File: src/rtl/mps_pkg.sv
// ----------------------------------------------------------------------------
// mps_pkg
// Widths, register indexes, sequencer types and saturation helpers.
// ----------------------------------------------------------------------------
package mps_pkg;

  localparam int CHANNELS_DEF = 8;
  localparam int CHAN_W       = 3;
  localparam int Q_W          = 32;
  localparam int FRAC_W       = 16;
  localparam int TS_W         = 17;
  localparam int ITS_W        = 31;
  localparam int MUL_W        = Q_W + 1;
  localparam int PROD_W       = 2 * MUL_W;
  localparam int ACC_W        = Q_W + 2;
  localparam int CFG_IDX_W    = 8;
  localparam int CFG_DATA_W   = 32;

  localparam logic [TS_W-1:0]  TS_RESET  = 17'd6554;
  localparam logic [ITS_W-1:0] ITS_RESET = 31'd655360;

  localparam logic [CFG_IDX_W-1:0] REG_TIME_STEP     = 8'd0;
  localparam logic [CFG_IDX_W-1:0] REG_INV_TIME_STEP = 8'd1;

  localparam logic signed [Q_W-1:0] Q_MAX = {1'b0, {(Q_W-1){1'b1}}};
  localparam logic signed [Q_W-1:0] Q_MIN = {1'b1, {(Q_W-1){1'b0}}};

  typedef enum logic [2:0] {
    ST_IDLE,
    ST_ERR,
    ST_MUL_I,
    ST_MUL_D,
    ST_MUL_P,
    ST_MUL_KI,
    ST_MUL_KD,
    ST_DONE
  } pid_state_t;

  typedef enum logic [2:0] {
    MUL_ERR_TS,
    MUL_DIFF_INV,
    MUL_KP_ERR,
    MUL_KI_INT,
    MUL_KD_DER
  } mul_op_t;

  typedef struct packed {
    logic in_valid;
    logic out_space;
  } seq_stat_t;

  typedef struct packed {
    logic    in_ready;
    logic    ld_error;
    logic    ld_diff;
    logic    ld_integral;
    logic    ld_deriv;
    logic    acc_init;
    logic    acc_add;
    logic    mul_issue;
    mul_op_t mul_op;
    logic    finish;
  } seq_ctrl_t;

  // Saturate a 33-bit two-operand sum or difference to 32 bits.
  function automatic logic signed [Q_W-1:0] sat_sum(input logic signed [Q_W:0] s);
    logic signed [Q_W-1:0] r;
    if (s[Q_W] != s[Q_W-1]) begin
      r = s[Q_W] ? Q_MIN : Q_MAX;
    end else begin
      r = s[Q_W-1:0];
    end
    return r;
  endfunction

  function automatic logic signed [Q_W:0] sext1(input logic signed [Q_W-1:0] v);
    return {v[Q_W-1], v};
  endfunction

endpackage

File: src/rtl/mps_if.sv
// ----------------------------------------------------------------------------
// mps_if
// Valid/ready channels for input items, results and register writes.
// ----------------------------------------------------------------------------
interface mps_in_if;
  import mps_pkg::*;
  logic                  valid;
  logic                  ready;
  logic [CHAN_W-1:0]     channel;
  logic signed [Q_W-1:0] target;
  logic signed [Q_W-1:0] measured;
  logic signed [Q_W-1:0] gain_p;
  logic signed [Q_W-1:0] gain_i;
  logic signed [Q_W-1:0] gain_d;

  modport source (output valid, channel, target, measured, gain_p, gain_i, gain_d,
                  input ready);
  modport sink (input valid, channel, target, measured, gain_p, gain_i, gain_d,
                output ready);
endinterface

interface mps_out_if;
  import mps_pkg::*;
  logic                  valid;
  logic                  ready;
  logic [CHAN_W-1:0]     out_channel;
  logic signed [Q_W-1:0] drive;

  modport source (output valid, out_channel, drive, input ready);
  modport sink (input valid, out_channel, drive, output ready);
endinterface

interface mps_cfg_if;
  import mps_pkg::*;
  logic                  valid;
  logic                  ready;
  logic [CFG_IDX_W-1:0]  index;
  logic [CFG_DATA_W-1:0] data;

  modport source (output valid, index, data, input ready);
  modport sink (input valid, index, data, output ready);
endinterface

File: src/rtl/mps_mac.sv
// ----------------------------------------------------------------------------
// mps_mac
// Shared Q16.16 multiplier: registered product, floor shift and saturation.
// ----------------------------------------------------------------------------
module mps_mac (
  input  logic                           clk,
  input  logic                           issue,
  input  logic signed [mps_pkg::MUL_W-1:0] op_a,
  input  logic signed [mps_pkg::MUL_W-1:0] op_b,
  output logic signed [mps_pkg::Q_W-1:0]   q
);
  import mps_pkg::*;

  localparam int SH_W = PROD_W - FRAC_W;

  logic signed [PROD_W-1:0] prod_r;
  logic        [SH_W-1:0]   sh;
  logic        [SH_W-Q_W:0] hi;

  // The product register holds until the next issue, so a result can be
  // consumed in any later cycle.
  always_ff @(posedge clk) begin
    if (issue) begin
      prod_r <= op_a * op_b;
    end
  end

  // Dropping the low fraction bits of a two's complement word is a floor.
  assign sh = prod_r[PROD_W-1:FRAC_W];
  assign hi = sh[SH_W-1:Q_W-1];

  always_comb begin
    if ((&hi) || (~|hi)) begin
      q = sh[Q_W-1:0];
    end else begin
      q = sh[SH_W-1] ? Q_MIN : Q_MAX;
    end
  end

endmodule

File: src/rtl/mps_state_mem.sv
// ----------------------------------------------------------------------------
// mps_state_mem
// Per-channel integral and last error store with registered read.
// ----------------------------------------------------------------------------
module mps_state_mem #(
  parameter int DEPTH  = mps_pkg::CHANNELS_DEF,
  parameter int ADDR_W = (DEPTH > 1) ? $clog2(DEPTH) : 1
) (
  input  logic                          clk,
  input  logic                          rst_n,
  input  logic                          rd_en,
  input  logic [ADDR_W-1:0]             rd_addr,
  output logic signed [mps_pkg::Q_W-1:0] rd_integral,
  output logic signed [mps_pkg::Q_W-1:0] rd_error,
  input  logic                          wr_en,
  input  logic [ADDR_W-1:0]             wr_addr,
  input  logic signed [mps_pkg::Q_W-1:0] wr_integral,
  input  logic signed [mps_pkg::Q_W-1:0] wr_error
);
  import mps_pkg::*;

  logic [2*Q_W-1:0] mem [DEPTH];
  logic [DEPTH-1:0] valid_r;
  logic [2*Q_W-1:0] rd_data_r;
  logic             rd_valid_r;

  always_ff @(posedge clk) begin
    if (wr_en) begin
      mem[wr_addr] <= {wr_integral, wr_error};
    end
    if (rd_en) begin
      rd_data_r <= mem[rd_addr];
    end
  end

  // An entry never written since reset reads as zero.
  always_ff @(posedge clk) begin
    if (!rst_n) begin
      valid_r    <= '0;
      rd_valid_r <= 1'b0;
    end else begin
      if (wr_en) begin
        valid_r[wr_addr] <= 1'b1;
      end
      if (rd_en) begin
        rd_valid_r <= valid_r[rd_addr];
      end
    end
  end

  assign rd_integral = rd_valid_r ? rd_data_r[2*Q_W-1:Q_W] : '0;
  assign rd_error    = rd_valid_r ? rd_data_r[Q_W-1:0]     : '0;

endmodule

File: src/rtl/mps_seq.sv
// ----------------------------------------------------------------------------
// mps_seq
// Sequencer that steps one item through the shared multiplier.
// ----------------------------------------------------------------------------
module mps_seq (
  input  logic               clk,
  input  logic               rst_n,
  input  mps_pkg::seq_stat_t stat,
  output mps_pkg::seq_ctrl_t ctrl
);
  import mps_pkg::*;

  pid_state_t state_r;
  pid_state_t state_nxt;

  always_ff @(posedge clk) begin
    if (!rst_n) begin
      state_r <= ST_IDLE;
    end else begin
      state_r <= state_nxt;
    end
  end

  always_comb begin
    state_nxt = state_r;
    unique case (state_r)
      ST_IDLE:   if (stat.in_valid) state_nxt = ST_ERR;
      ST_ERR:    state_nxt = ST_MUL_I;
      ST_MUL_I:  state_nxt = ST_MUL_D;
      ST_MUL_D:  state_nxt = ST_MUL_P;
      ST_MUL_P:  state_nxt = ST_MUL_KI;
      ST_MUL_KI: state_nxt = ST_MUL_KD;
      ST_MUL_KD: state_nxt = ST_DONE;
      ST_DONE:   if (stat.out_space) state_nxt = ST_IDLE;
      default:   state_nxt = ST_IDLE;
    endcase
  end

  // Each multiply state after the first also consumes the product issued one
  // state earlier; the last product is consumed in the done state.
  always_comb begin
    ctrl        = '0;
    ctrl.mul_op = MUL_ERR_TS;
    unique case (state_r)
      ST_IDLE: begin
        ctrl.in_ready = 1'b1;
      end
      ST_ERR: begin
        ctrl.ld_error = 1'b1;
      end
      ST_MUL_I: begin
        ctrl.mul_issue = 1'b1;
        ctrl.mul_op    = MUL_ERR_TS;
        ctrl.ld_diff   = 1'b1;
      end
      ST_MUL_D: begin
        ctrl.mul_issue   = 1'b1;
        ctrl.mul_op      = MUL_DIFF_INV;
        ctrl.ld_integral = 1'b1;
      end
      ST_MUL_P: begin
        ctrl.mul_issue = 1'b1;
        ctrl.mul_op    = MUL_KP_ERR;
        ctrl.ld_deriv  = 1'b1;
      end
      ST_MUL_KI: begin
        ctrl.mul_issue = 1'b1;
        ctrl.mul_op    = MUL_KI_INT;
        ctrl.acc_init  = 1'b1;
      end
      ST_MUL_KD: begin
        ctrl.mul_issue = 1'b1;
        ctrl.mul_op    = MUL_KD_DER;
        ctrl.acc_add   = 1'b1;
      end
      ST_DONE: begin
        ctrl.finish = stat.out_space;
      end
      default: begin
        ctrl.in_ready = 1'b0;
      end
    endcase
  end

endmodule

File: src/rtl/multichannel_pid_step_top.sv
// ----------------------------------------------------------------------------
// multichannel_pid_step_top
// Multichannel discrete PID step in signed Q16.16 with per-channel state.
// Each input beat steps from acceptance to a loaded result: accept and read
// the channel's stored integral and last error, form the error, five issues
// on the single 33x33 multiplier (error*dt, difference*1/dt and the three
// gain products, each consumed in the following state), and a final step
// that sums the drive value, writes the channel state back and loads the
// output register. A new beat is taken in the cycle after that, even while
// the previous result waits; the final step stalls only while the output
// register is still full. Channel numbers at or above CHANNELS use the state
// of channel modulo CHANNELS. Register writes are taken every cycle.
// ----------------------------------------------------------------------------
module multichannel_pid_step_top #(
  parameter int CHANNELS = mps_pkg::CHANNELS_DEF
) (
  input  logic         clk,
  input  logic         rst_n,
  mps_in_if.sink       in_chan,
  mps_out_if.source    out_chan,
  mps_cfg_if.sink      cfg_chan
);
  import mps_pkg::*;

  localparam int SLOT_W   = (CHANNELS > 1) ? $clog2(CHANNELS) : 1;
  localparam int CALC_W   = ($clog2(CHANNELS + 1) > CHAN_W) ? $clog2(CHANNELS + 1) : CHAN_W;
  localparam int SUB_STEPS = 2 ** CHAN_W;
  localparam logic [CALC_W-1:0] CH_LIM = CALC_W'(CHANNELS);

  // Configuration registers
  logic [TS_W-1:0]  ts_r;
  logic [ITS_W-1:0] its_r;

  // Item registers
  logic [CHAN_W-1:0]     chan_r;
  logic [SLOT_W-1:0]     slot_r;
  logic signed [Q_W-1:0] target_r;
  logic signed [Q_W-1:0] measured_r;
  logic signed [Q_W-1:0] kp_r;
  logic signed [Q_W-1:0] ki_r;
  logic signed [Q_W-1:0] kd_r;
  logic signed [Q_W-1:0] error_r;
  logic signed [Q_W-1:0] diff_r;
  logic signed [Q_W-1:0] integral_r;
  logic signed [Q_W-1:0] deriv_r;
  logic signed [ACC_W-1:0] acc_r;

  // Output register
  logic                  out_valid_r;
  logic [CHAN_W-1:0]     out_channel_r;
  logic signed [Q_W-1:0] drive_r;

  seq_stat_t stat;
  seq_ctrl_t ctrl;
  logic      in_accept;
  logic [CALC_W-1:0]     slot_calc;
  logic [SLOT_W-1:0]     slot;
  logic signed [Q_W-1:0] st_integral;
  logic signed [Q_W-1:0] st_error;
  logic signed [MUL_W-1:0] op_a;
  logic signed [MUL_W-1:0] op_b;
  logic signed [Q_W-1:0]   q;
  logic signed [ACC_W-1:0] q_ext;
  logic signed [ACC_W-1:0] total;
  logic signed [Q_W-1:0]   drive_sat;

  assign in_accept      = in_chan.valid && ctrl.in_ready;
  assign in_chan.ready  = ctrl.in_ready;
  assign stat.in_valid  = in_chan.valid;
  assign stat.out_space = !out_valid_r || out_chan.ready;

  mps_seq u_seq (
    .clk   (clk),
    .rst_n (rst_n),
    .stat  (stat),
    .ctrl  (ctrl)
  );

  // Channel to slot by repeated subtraction; the channel field is narrow.
  always_comb begin
    slot_calc = CALC_W'(in_chan.channel);
    for (int k = 0; k < SUB_STEPS; k++) begin
      if (slot_calc >= CH_LIM) begin
        slot_calc = slot_calc - CH_LIM;
      end
    end
  end
  assign slot = slot_calc[SLOT_W-1:0];

  mps_state_mem #(
    .DEPTH  (CHANNELS),
    .ADDR_W (SLOT_W)
  ) u_mem (
    .clk         (clk),
    .rst_n       (rst_n),
    .rd_en       (in_accept),
    .rd_addr     (slot),
    .rd_integral (st_integral),
    .rd_error    (st_error),
    .wr_en       (ctrl.finish),
    .wr_addr     (slot_r),
    .wr_integral (integral_r),
    .wr_error    (error_r)
  );

  // Operand selection for the shared multiplier
  always_comb begin
    case (ctrl.mul_op)
      MUL_ERR_TS: begin
        op_a = sext1(error_r);
        op_b = $signed({{(MUL_W-TS_W){1'b0}}, ts_r});
      end
      MUL_DIFF_INV: begin
        op_a = sext1(diff_r);
        op_b = $signed({{(MUL_W-ITS_W){1'b0}}, its_r});
      end
      MUL_KP_ERR: begin
        op_a = sext1(kp_r);
        op_b = sext1(error_r);
      end
      MUL_KI_INT: begin
        op_a = sext1(ki_r);
        op_b = sext1(integral_r);
      end
      MUL_KD_DER: begin
        op_a = sext1(kd_r);
        op_b = sext1(deriv_r);
      end
      default: begin
        op_a = '0;
        op_b = '0;
      end
    endcase
  end

  mps_mac u_mac (
    .clk   (clk),
    .issue (ctrl.mul_issue),
    .op_a  (op_a),
    .op_b  (op_b),
    .q     (q)
  );

  assign q_ext = {{(ACC_W-Q_W){q[Q_W-1]}}, q};
  assign total = acc_r + q_ext;

  always_comb begin
    if ((&total[ACC_W-1:Q_W-1]) || (~|total[ACC_W-1:Q_W-1])) begin
      drive_sat = total[Q_W-1:0];
    end else begin
      drive_sat = total[ACC_W-1] ? Q_MIN : Q_MAX;
    end
  end

  // Datapath registers
  always_ff @(posedge clk) begin
    if (in_accept) begin
      chan_r     <= in_chan.channel;
      slot_r     <= slot;
      target_r   <= in_chan.target;
      measured_r <= in_chan.measured;
      kp_r       <= in_chan.gain_p;
      ki_r       <= in_chan.gain_i;
      kd_r       <= in_chan.gain_d;
    end
    if (ctrl.ld_error) begin
      error_r <= sat_sum(sext1(target_r) - sext1(measured_r));
    end
    if (ctrl.ld_diff) begin
      diff_r <= sat_sum(sext1(error_r) - sext1(st_error));
    end
    if (ctrl.ld_integral) begin
      integral_r <= sat_sum(sext1(st_integral) + sext1(q));
    end
    if (ctrl.ld_deriv) begin
      deriv_r <= q;
    end
    if (ctrl.acc_init) begin
      acc_r <= q_ext;
    end else if (ctrl.acc_add) begin
      acc_r <= total;
    end
  end

  // Output register: holds a finished beat while the next item is taken.
  always_ff @(posedge clk) begin
    if (!rst_n) begin
      out_valid_r <= 1'b0;
    end else if (ctrl.finish) begin
      out_valid_r <= 1'b1;
    end else if (out_chan.ready) begin
      out_valid_r <= 1'b0;
    end
  end

  always_ff @(posedge clk) begin
    if (ctrl.finish) begin
      out_channel_r <= chan_r;
      drive_r       <= drive_sat;
    end
  end

  assign out_chan.valid       = out_valid_r;
  assign out_chan.out_channel = out_channel_r;
  assign out_chan.drive       = drive_r;

  // Configuration registers
  assign cfg_chan.ready = 1'b1;

  always_ff @(posedge clk) begin
    if (!rst_n) begin
      ts_r  <= TS_RESET;
      its_r <= ITS_RESET;
    end else if (cfg_chan.valid) begin
      unique case (cfg_chan.index)
        REG_TIME_STEP:     ts_r  <= cfg_chan.data[TS_W-1:0];
        REG_INV_TIME_STEP: its_r <= cfg_chan.data[ITS_W-1:0];
        default: begin
        end
      endcase
    end
  end

endmodule

File: src/flat_wrapper.sv
// flat-port wrapper written by rule: the top's interface ports become plain ports
module multichannel_pid_step_top_flat import mps_pkg::*;
#(
  parameter int CHANNELS = mps_pkg::CHANNELS_DEF
)
  (clk, rst_n, in_chan_valid, in_chan_channel, in_chan_target, in_chan_measured, in_chan_gain_p, in_chan_gain_i, in_chan_gain_d, in_chan_ready, out_chan_valid, out_chan_out_channel, out_chan_drive, out_chan_ready, cfg_chan_valid, cfg_chan_index, cfg_chan_data, cfg_chan_ready);
  mps_in_if in_chan_i ();
  mps_out_if out_chan_i ();
  mps_cfg_if cfg_chan_i ();
  input  logic clk;
  input  logic rst_n;
  input wire logic [$bits(in_chan_i.valid)-1:0] in_chan_valid;
  input wire logic [$bits(in_chan_i.channel)-1:0] in_chan_channel;
  input wire logic [$bits(in_chan_i.target)-1:0] in_chan_target;
  input wire logic [$bits(in_chan_i.measured)-1:0] in_chan_measured;
  input wire logic [$bits(in_chan_i.gain_p)-1:0] in_chan_gain_p;
  input wire logic [$bits(in_chan_i.gain_i)-1:0] in_chan_gain_i;
  input wire logic [$bits(in_chan_i.gain_d)-1:0] in_chan_gain_d;
  output wire logic [$bits(in_chan_i.ready)-1:0] in_chan_ready;
  output wire logic [$bits(out_chan_i.valid)-1:0] out_chan_valid;
  output wire logic [$bits(out_chan_i.out_channel)-1:0] out_chan_out_channel;
  output wire logic [$bits(out_chan_i.drive)-1:0] out_chan_drive;
  input wire logic [$bits(out_chan_i.ready)-1:0] out_chan_ready;
  input wire logic [$bits(cfg_chan_i.valid)-1:0] cfg_chan_valid;
  input wire logic [$bits(cfg_chan_i.index)-1:0] cfg_chan_index;
  input wire logic [$bits(cfg_chan_i.data)-1:0] cfg_chan_data;
  output wire logic [$bits(cfg_chan_i.ready)-1:0] cfg_chan_ready;
  assign in_chan_i.valid = in_chan_valid;
  assign in_chan_i.channel = in_chan_channel;
  assign in_chan_i.target = in_chan_target;
  assign in_chan_i.measured = in_chan_measured;
  assign in_chan_i.gain_p = in_chan_gain_p;
  assign in_chan_i.gain_i = in_chan_gain_i;
  assign in_chan_i.gain_d = in_chan_gain_d;
  assign in_chan_ready = in_chan_i.ready;
  assign out_chan_valid = out_chan_i.valid;
  assign out_chan_out_channel = out_chan_i.out_channel;
  assign out_chan_drive = out_chan_i.drive;
  assign out_chan_i.ready = out_chan_ready;
  assign cfg_chan_i.valid = cfg_chan_valid;
  assign cfg_chan_i.index = cfg_chan_index;
  assign cfg_chan_i.data = cfg_chan_data;
  assign cfg_chan_ready = cfg_chan_i.ready;
  multichannel_pid_step_top #(.CHANNELS(CHANNELS)) u_core (.clk(clk), .rst_n(rst_n), .in_chan(in_chan_i), .out_chan(out_chan_i), .cfg_chan(cfg_chan_i));
endmodule
File: config.mk
export PLATFORM = sky130hd
export DESIGN_NAME = multichannel_pid_step_top_flat
export DESIGN_NICKNAME = d
export VERILOG_FILES = /design/src/rtl/mps_pkg.sv /design/src/rtl/mps_if.sv /design/src/rtl/mps_mac.sv /design/src/rtl/mps_state_mem.sv /design/src/rtl/mps_seq.sv /design/src/rtl/multichannel_pid_step_top.sv /design/src/flat_wrapper.sv
export SDC_FILE = /design/constraint.sdc
export NUM_CORES = 2
export LEC_CHECK = 0
export BUFFER_PORTS_ARGS = -buffer_cell sky130_fd_sc_hd__buf_2
export CORE_MARGIN = 5
export CORE_UTILIZATION = 60
export DETAILED_ROUTE_END_ITERATION = 8
export PLACE_DENSITY = 0.78
export REMOVE_ABC_BUFFERS = 1
export SETUP_SLACK_MARGIN = 0.5
export SLEW_MARGIN = 20
export SYNTH_ARGS = -nofsm -noshare
export SYNTH_HDL_FRONTEND = slang
export SYNTH_SLANG_ARGS = --single-unit
File: constraint.sdc
create_clock -name clk -period 32.4 [get_ports clk]
set_input_delay 1.62 -clock clk [delete_from_list [all_inputs] [get_ports clk]]
set_output_delay 1.62 -clock clk [all_outputs]
set_load 0.02 [all_outputs]
==> impl_metrics.env <==
export IMPL_yosys_area_top_type_share_pct=35.9
export IMPL_grt_pass1_wl_um=365000
export IMPL_die_x_um=381
export IMPL_fin_crit_ps=12180
export IMPL_seq_area_frac_synth_pct=37.4
export IMPL_ant_nets=0
export IMPL_worst_path_buf_inv=5
export IMPL_boundaryPins=246
export IMPL_setup_viol=0
export IMPL_root_buffer="clkbuf_16"
export IMPL_arrival_ps=12630
export IMPL_fin_cells=9168
export IMPL_crit_family="adder cells"
export IMPL_fin_skew_ps=68.9
export IMPL_wirelength_um=240000
export IMPL_timing_worst_setup_path_type="reg -> reg"
export IMPL_tritoncts="yes"
export IMPL_syn_area_per_cell_um2=11.7
export IMPL_synth_edf_count=986
export IMPL_cp_num_cells=32
export IMPL_cts_sinks=1047
export IMPL_drtIter0Drc=6101
export IMPL_dpl_hpwl_um=171000
export IMPL_critical_path_max_fanout=34
export IMPL_via_per_inst=6.24
export IMPL_start_kind="flop"
export IMPL_die_area_um2=145000
export IMPL_hold_viol=0
export IMPL_cts_buffers=106
export IMPL_cpMostUsedCell="fa_1"
export IMPL_layout_commonest_cell="inv_1"
export IMPL_grt_overflow_total=0
export IMPL_final_cell_mix="inv_1 (1199), fa_1 (1124), edfxtp_1 (986)"
export IMPL_maxSlewViolCount=0
export IMPL_final_area_um2=90100
export IMPL_slew_headroom_pct=17.3
export IMPL_cts_resized=0
export IMPL_placed_area_um2=86200
export IMPL_coreArea_um2=137000
export IMPL_routedWlPerCell_um=26.2
export IMPL_worstMarginPinSlew_ps=1240
export IMPL_clk_latency_ps=760
export IMPL_synth_cells=7078
export IMPL_synth_top_cell_by_area="edfxtp_1"
export IMPL_drive_gt1_share_pct=11.8
export IMPL_place_congestion=0.962
export IMPL_placedCellCount=8950
export IMPL_routed_top_layer="met5"
export IMPL_cts_hold_buffers_added=0
export IMPL_post_cts_buffers=0
export IMPL_fin_crit_sh_pct=37.6
export IMPL_outcome="complete, no violations"
export IMPL_grt_max_degree=79
export IMPL_hold_path_cell_count=1
export IMPL_antenna_found_initial=17
export IMPL_ys_ff_latch=1047
export IMPL_critPathMaxStageDelay_ps=880
export IMPL_crit_slowest_cell="fa_2"
export IMPL_rows=136
export IMPL_r2r_cells=32
export IMPL_track_usage_pct=33.7
export IMPL_layout_nets=8940
export IMPL_first_pass_iters=9
export IMPL_syn_area_um2=82500
export IMPL_fp_dieH_um=381
export IMPL_hold_path_class="reg -> reg"
export IMPL_worstPathRequired_ps=32850
export IMPL_via_count=57201
export IMPL_wl_met1_um=80900
export IMPL_syn2layout_area_growth_pct=9.16
export IMPL_end_kind="flop"
export IMPL_synthDistinctLibCells=97
export IMPL_first_global_vias=60982
export IMPL_wl_met2_um=107000
export IMPL_path_clk_slew_ps=60
export IMPL_ys_warn_count=0
export IMPL_async_flop_share_pct=0
export IMPL_initial_utilization_pct=60.2
export IMPL_drcViolationCount=0
export IMPL_holdWs_ps=465
export IMPL_cap_violations=0
export IMPL_synthFlopType="edfxtp_1"
export IMPL_fmax_mhz=82.1
export IMPL_clock_path_buffers=3
export IMPL_ys_top_cells_by_area="edfxtp_1 (36%), fa_1 (27%), inv_1 (5.5%), ha_1 (5.2%), nand2_1 (3.8%)"
export IMPL_htreeDepth=3
export IMPL_io_buffers=243
export IMPL_setup_tns_ps=0
export IMPL_rsz0062_at_grt="false"
export IMPL_met3_wirelength_um=32600
[cells by family (layout without fill, tap and decap cells)]
kind of cell | Yosys count | count (layout) | synth area share, %
compound gates | 901 | 901 | 7.42
xor+xnor | 173 | 173 | 1.85
fa+ha+maj | 1485 | 1485 | 32.7
buf+inv | 1523 | 1799 | 6.98
flops | 1047 | 1047 | 37.4
mux | 236 | 236 | 4.99
other cells | 1 | 21 | 0.00454
simple gates | 1712 | 1712 | 8.71
[worst paths after layout]
check,endpoint,slack (ps),startpoint
worst max-delay path,u_core.u_mac.prod_r[65],20220,u_core.u_seq.state_r[2]
worst min-delay path,u_core.u_mem.valid_r[3],470,u_core.u_mem.valid_r[3]
worst max register to register,u_core.u_mac.prod_r[65],20220,u_core.u_seq.state_r[2]
worst min register to register,u_core.u_mem.valid_r[3],470,u_core.u_mem.valid_r[3]
[per-layer routing]
metal,GRT usage [%],vias to the layer above
met5,0,-
met2,51.5,3954
met1,41.6,28657
li1,-,23593
met3,10.6,993
met4,22.1,4
[cell type report]
type                       instances  area [µm²]
fill                            9868       47100
multi-input combinational       4508       46200
clock inverter                    70         993
timing repair buffer             404        2450
sequential                      1047       30800
tap                             1794        2240
clock buffer                     126        2800
antenna                           20        50.0
inverter                        1199        4500
[state kept, by name, summed over array words and instances, names as in the netlist, 34 cells and up]
name and flops:
u_core.u_mem.mem 512, u_core.u_mem.rd_data_r 64, u_core.u_mac.prod_r 50, u_core.acc_r 34
[synthesized netlist by cell type (all sizes together) (11+ instances only)]
master / n
a211oi: 16
a21boi: 38
a21o: 207
a21oi: 220
a221o: 16
a221oi: 16
a22o: 14
a22oi: 96
a31oi: 20
and2: 77
and3: 15
buf: 50
clkbuf: 274
dfxtp: 61
edfxtp: 986
fa: 1125
ha: 341
inv: 1199
maj3: 19
mux2: 78
mux2i: 26
mux4: 132
nand2: 839
nand2b: 34
nand3: 42
nand4: 24
nor2: 563
nor2b: 41
nor3: 26
nor4: 11
o21a: 31
o21ai: 138
o21bai: 12
o31ai: 16
xnor2: 118
xor2: 55
[metrics by stage]
stage | setup WS [ps] | utilization (%)
5_1_grt | 19790 | 65.7
6_report | 20220 | 65.7
3_3_place_gp | 20640 | 62.9
3_5_place_dp | 20540 | 62.9
2_1_floorplan | 16080 | -
4_1_cts | 20440 | 65.6
Power is not shown: default switching activity piles up to over one toggle a cycle in this logic, so the estimate is an artifact.
